<file path="src/design/swpb_pkg.sv">
// Shared types and constants for the sliding-window packet slot buffer.
package swpb_pkg;

  localparam int WindowDepth = 16;
  localparam int MaxPacketBytes = 1024;
  localparam int SeqBits = 32;
  localparam int IdxBits = $clog2(WindowDepth);
  localparam int OffBits = $clog2(MaxPacketBytes);
  localparam int LenBits = OffBits + 1;
  localparam int MemBits = IdxBits + OffBits;
  localparam int QueueDepth = 2;

  localparam logic [2:0] CmdWrite = 3'd0;
  localparam logic [2:0] CmdRead  = 3'd1;
  localparam logic [2:0] CmdSlide = 3'd2;
  localparam logic [2:0] CmdMove  = 3'd3;
  localparam logic [2:0] CmdQuery = 3'd4;

  localparam logic [1:0] StOk     = 2'd0;
  localparam logic [1:0] StOutWin = 2'd1;
  localparam logic [1:0] StNoEnt  = 2'd2;
  localparam logic [1:0] StOffBig = 2'd3;

  localparam logic CfgWindowSize = 1'b0;
  localparam logic CfgEntryBytes = 1'b1;

  // One command as it travels from the front end to the back end.
  typedef struct packed {
    logic [2:0]         cmd;
    logic [SeqBits-1:0] seq;
    logic [OffBits-1:0] off;
    logic [7:0]         data;
    logic               last;
    logic [IdxBits-1:0] idx;
  } cmd_t;

endpackage

</file>
<file path="src/design/swpb_queue.sv">
// Short FIFO of classified commands between front and back end.
module swpb_queue (
  input  logic           clk,
  input  logic           rst_n,
  input  logic           push,
  input  swpb_pkg::cmd_t push_data,
  output logic           full,
  input  logic           pop,
  output logic           not_empty,
  output swpb_pkg::cmd_t pop_data
);

  swpb_pkg::cmd_t mem_r [swpb_pkg::QueueDepth];
  logic           wp_r, rp_r;
  logic [1:0]     cnt_r;

  assign full      = (cnt_r == 2'(swpb_pkg::QueueDepth));
  assign not_empty = (cnt_r != 2'd0);
  assign pop_data  = mem_r[rp_r];

  always_ff @(posedge clk) begin
    if (!rst_n) begin
      wp_r  <= 1'b0;
      rp_r  <= 1'b0;
      cnt_r <= 2'd0;
    end else begin
      if (push) wp_r <= ~wp_r;
      if (pop) rp_r <= ~rp_r;
      cnt_r <= cnt_r + 2'(push) - 2'(pop);
    end
    if (push) mem_r[wp_r] <= push_data;
  end

endmodule

</file>
<file path="config.mk">
export PLATFORM = sky130hd
export DESIGN_NAME = swpb_queue
export DESIGN_NICKNAME = d
export VERILOG_FILES = /design/src/design/swpb_pkg.sv /design/src/design/swpb_queue.sv
export SDC_FILE = /design/constraint.sdc
export NUM_CORES = 1
export LEC_CHECK = 0
export ABC_AREA = 1
export ABC_CLOCK_PERIOD_IN_PS = 2900
export BUFFER_PORTS_ARGS = -buffer_cell sky130_fd_sc_hd__buf_2
export CORE_MARGIN = 1
export CORE_UTILIZATION = 49
export CTS_BUF_LIST = sky130_fd_sc_hd__clkbuf_8
export DETAILED_ROUTE_END_ITERATION = 10
export GPL_TIMING_DRIVEN = 0
export HOLD_SLACK_MARGIN = 0.08
export PLACE_DENSITY = 0.79
export SLEW_MARGIN = 20
export SYNTH_ARGS = -nofsm -noshare
export SYNTH_HDL_FRONTEND = slang
export SYNTH_SLANG_ARGS = --single-unit
</file>
<file path="constraint.sdc">
create_clock -name clk -period 2.9 [get_ports clk]
set_input_delay 0.145 -clock clk [delete_from_list [all_inputs] [get_ports clk]]
set_output_delay 0.145 -clock clk [all_outputs]
set_load 0.02 [all_outputs]
</file>
---- Word level (Yosys, flattened, before mapping) ----
Memories as Yosys holds them, arrays and structs flattened. A register that Yosys moved wholly into a read port is not among the register bits.
Index checks and enable logic that the tools add are counted.
cells by class
  add/sub/neg operators ................... 2
  equality and inequality tests ........... 1
  muxes and demuxes ....................... 4
  bitwise gates (word level) .............. 2
  reduce and logical (&&, ||, !) cells .... 1
operators by type and width
  kind                                   count
  2-to-1 mux 1 bit                       4
  adder 2 x 1 -> 2 bit                   1
  == test 2 bit (second input constant)  1
  inverter 1 bit                         2
  nonzero test 2 bit                     1
  subtractor 2 x 1 -> 2 bit              1
word-level totals
  flip-flop bits (word level) ............. 4
  memory bits (writable) .................. 116
  output and inout port bits .............. 60
  logic and storage cells ................. 14
  memories ................................ 1
memories
  memory  depth  bits a word  rd ports  clocked after memory_dff  write ports  line              RTL
  mem_r   2      58           1         1                         1            swpb_queue.sv:13  swpb_pkg::cmd_t mem_r [swpb_pkg::QueueDepth];

---- Depth between registers and ports, before layout ----
  depth after elaboration ................. 3
  depth in mapped cells ................... 9

---- Worst setup path before layout ----
Ideal clock, no wire load.
  path type ............................... reg2reg
  start point ............................. reg wp_r
  end point ............................... mem mem_r[0][0] in the netlist's numbering (enable)
  setup time .............................. 0.475 ns
  arrival time ............................ 2.747 ns
  slack ................................... -0.323 ns
  cell stages (with the launch flop) ...... 2
  period minus slack after synthesis ...... 3.223 ns
  path through ............................ dfxtp_1 > nor2_1
RTL lines
  item                    line              RTL
  start, declared         swpb_queue.sv:14  logic wp_r, rp_r;
  start signal, assigned  swpb_queue.sv:27  if (push) wp_r <= ~wp_r;
  end, declared           swpb_queue.sv:13
No word-level cell before the write port.

---- Worst setup path after layout ----
  start point ............................. in pop
  end point ............................... reg cnt_r[0]
between the ends
  word-level cells in the longest chain between the ends .. 1
RTL lines
  item                       line              RTL
  start, declared            swpb_queue.sv:8   input logic pop,
  subtractor 2 x 1 -> 2 bit  swpb_queue.sv:29  cnt_r <= cnt_r + 2'(push) - 2'(pop);
  end signal, assigned       swpb_queue.sv:29
  end, declared              swpb_queue.sv:15  logic [1:0] cnt_r;
No other way between the ends.
A chain may end at the register's enable or synchronous reset.

==> results.json <==
{
  "multi_input_area_sq_um": 834.6,
  "p_clk_frac": 0.350,
  "htreeDepth": 4,
  "postCtsSetupBuffers": 0,
  "cp_slowest_cell": "dlygate4sd3_1",
  "cts-resized-gates": 0,
  "path_max_fanout": 3,
  "die_area_sq_um": 9540,
  "power_density_nw_per_um2": 627.9,
  "fmax_mhz": 555.1,
  "overflow": 0,
  "worstMarginPinSlew_ps": 482.6,
  "crit_buf_inv": 5,
  "p_int_mw": 2.977,
  "clock_skew_ps": 6.268,
  "antenna_left": 0,
  "die_y_um": 97.68,
  "initial_utilization": 0.5094,
  "root_buffer": "clkbuf_8",
  "rows": 34,
  "power.total_mw": 3.959,
  "period_share": 0.6212,
  "dp_slack_ps": 1345,
  "drcViolationCount": 16,
  "hold_viol": 0,
  "path_clk_slew_ps": 70,
  "crit_path_start_kind": "input pin",
  "crit_type": "input pin to flip-flop",
  "die_w_um": 97.68,
  "combinationalPowerShare": 0.134,
  "synth_fp_nets": 277,
  "portBuffers": 121,
  "critPathArrivalTime_ps": 2120,
  "cp_slowest_stage_delay_ps": 540,
  "via_per_inst": 4.846,
  "fillers": 566,
  "synth_area_per_cell_sq_um": 21.06,
  "ys_types": 12,
  "io_pins": 122,
  "setup_viol": 0,
  "p_sw_frac": 0.2481,
  "cts_sinks": 121,
  "fin_crit_ps": 1801,
  "ctsHoldBuffers": 62,
  "grt_pass1_wl_um": 13290,
  "areaGrowthSynthToFinish_pct": 40.59,
  "end_kind": "flip-flop",
  "seqCellArea_sq_um": 3583,
  "p_leak_nw": 2.491,
  "wl_um": 8409,
  "finalMaxSlewViolations": 0,
  "hpwl_um": 5023,
  "pwr-share-seq": 0.516,
  "synthCells": 213,
  "layout-drive-gt1-share": 0.5128,
  "synth-seq-cells": 121,
  "crit_family": "buffers and inverters",
  "drtIter0Drc": 97,
  "grt_pass1_vias": 2872,
  "fin_util": 0.7161,
  "rsz0062_at_grt": "no",
  "firstDrtPassIters": 7,
  "ys_warn_count": 0,
  "cts_tree": "built",
  "yosysSeqAreaShare": 0.7989,
  "avgRoutedWirePerCell_um": 15.60,
  "peakVddDrop_mv": 0.4961,
  "crit_required_ps": 3210,
  "diodes": 0,
  "status": "complete, but fails checks",
  "setup_ws_ps": 1099,
  "vias": 2612,
  "regToRegSetupSlack_ps": 1130,
  "fp.coreArea_sq_um": 8806,
  "clockBufferDepth": 2,
  "gp_congestion": 0.6340,
  "switching_power_mw": 0.9824,
  "numCtsBuffers": 17,
  "cap_violations": 0,
  "failed_checks": "DRC",
  "maxSlewHeadroom": 0.6775,
  "syn_area_sq_um": 4486,
  "antenna_found_initial": 0,
  "clkLatencyLatePin_ps": 410,
  "grt_max_degree": 44,
  "holdCritPathClass": "input pin to flip-flop",
  "track_usage": 0.1874,
  "path_cells": "dlygate4sd3_1 -> buf_2 -> ha_1 -> inv_1 -> ha_1 -> nand2_1 -> dlygate4sd3_1 -> inv_1",
  "nNetsFinal": 482
}
-- cell type report --
cell class,instances,area share
buffer,6,0.007738
clock buffer,18,0.03929
clock inverter,14,0.02004
multi-input combinational,79,0.1323
tap,108,0.02143
sequential,121,0.5683
inverter,7,0.004563
timing repair buffer,186,0.2063
-- registers in the layout, summed over array words and instances (netlist names), named ones only --
| signal | flops |
|---|---|
| cnt_r | 2 |
| wp_r | 1 |
| rp_r | 1 |
| mem_r | 116 |
-- through the flow --
step / hold WS [ps] / instances / area [sq um] / setup TNS [ps]
6_report: 449.1 / 539 / 6306 / 0
5_1_grt: 421.3 / 539 / 6306 / 0
4_1_cts: 417.7 / 539 / 6306 / 0
3_5_place_dp: 336.6 / 445 / 5311 / 0
3_3_place_gp: 331.7 / 442 / 5229 / -10250
2_1_floorplan: 238.5 / 213 / 4488 / 0
-- worst register-to-register path, stage by stage (launching register included) --
cell	delay, ps
dfxtp_1	330
inv_1	60
ha_1	270
inv_1	50
ha_1	290
nand2_1	90
dlygate4sd3_1	540
inv_1	40
-- layer usage --
| metal | global-route usage | part of all wire |
|---|---|---|
| met5 | 0 | 0 |
| met2 | 0.3459 | 0.55 |
| met4 | 0.06527 | 0.014 |
| met1 | 0.1982 | 0.38 |
| met3 | 0.06259 | 0.059 |
-- kinds of logic (layout without fill, tap and decap cells) --
| kind of cell | Yosys count | in the layout | share of synthesized area |
|---|---|---|---|
| and+or+nand+nor | 18 | 18 | 0.01534 |
| adders and majority gates | 2 | 2 | 0.005578 |
| AOI/OAI and AO/OA | 1 | 1 | 0.001115 |
| muxes | 58 | 58 | 0.1623 |
| buffers and inverters | 13 | 231 | 0.01674 |
| DFF | 121 | 121 | 0.7989 |
-- cells in the mapped netlist --
cell type | instances | area (sq um)
ha_1 | 2 | 25.02
nand3_1 | 1 | 5.000
mux2_2 | 38 | 427.9
edfxtp_1 | 116 | 3483
a21oi_1 | 1 | 5.000
inv_1 | 7 | 26.28
dfxtp_1 | 5 | 100.1
buf_2 | 3 | 15.01
buf_6 | 3 | 33.78
mux2_4 | 20 | 300.3
nor2_1 | 8 | 30.03
nand2_1 | 9 | 33.78
-- power by group through the flow --
stage	Combinational, mW	Sequential [mW]	Clock [mW]
global placement	0.433	2.08	0
finish	0.531	2.04	1.38
global route	0.567	2.05	1.49
floorplan	0.288	2.08	0
CTS	0.530	2.04	1.42
detailed placement	0.462	2.08	0
-- final timing paths --
path | from | end | depth (start not counted)
worst min-delay path | push_data[21] | mem_r[1][21] | 2
worst min register to register | rp_r | flip-flop | 2
worst max-delay path | pop | cnt_r[0] | 8
worst max register to register | cnt_r[0] | cnt_r[0] | 7
-- placed cells by master (no fill, tap or decap), drive strengths merged, types with 5 or more instances in the layout --
master	instances
mux2	58
clkinvlp	7
edfxtp	116
clkbuf	18
buf	130
inv	11
dfxtp	5
nor2	8
nand2	9
dlygate4sd3	62
(Power assumes the default switching activity.)
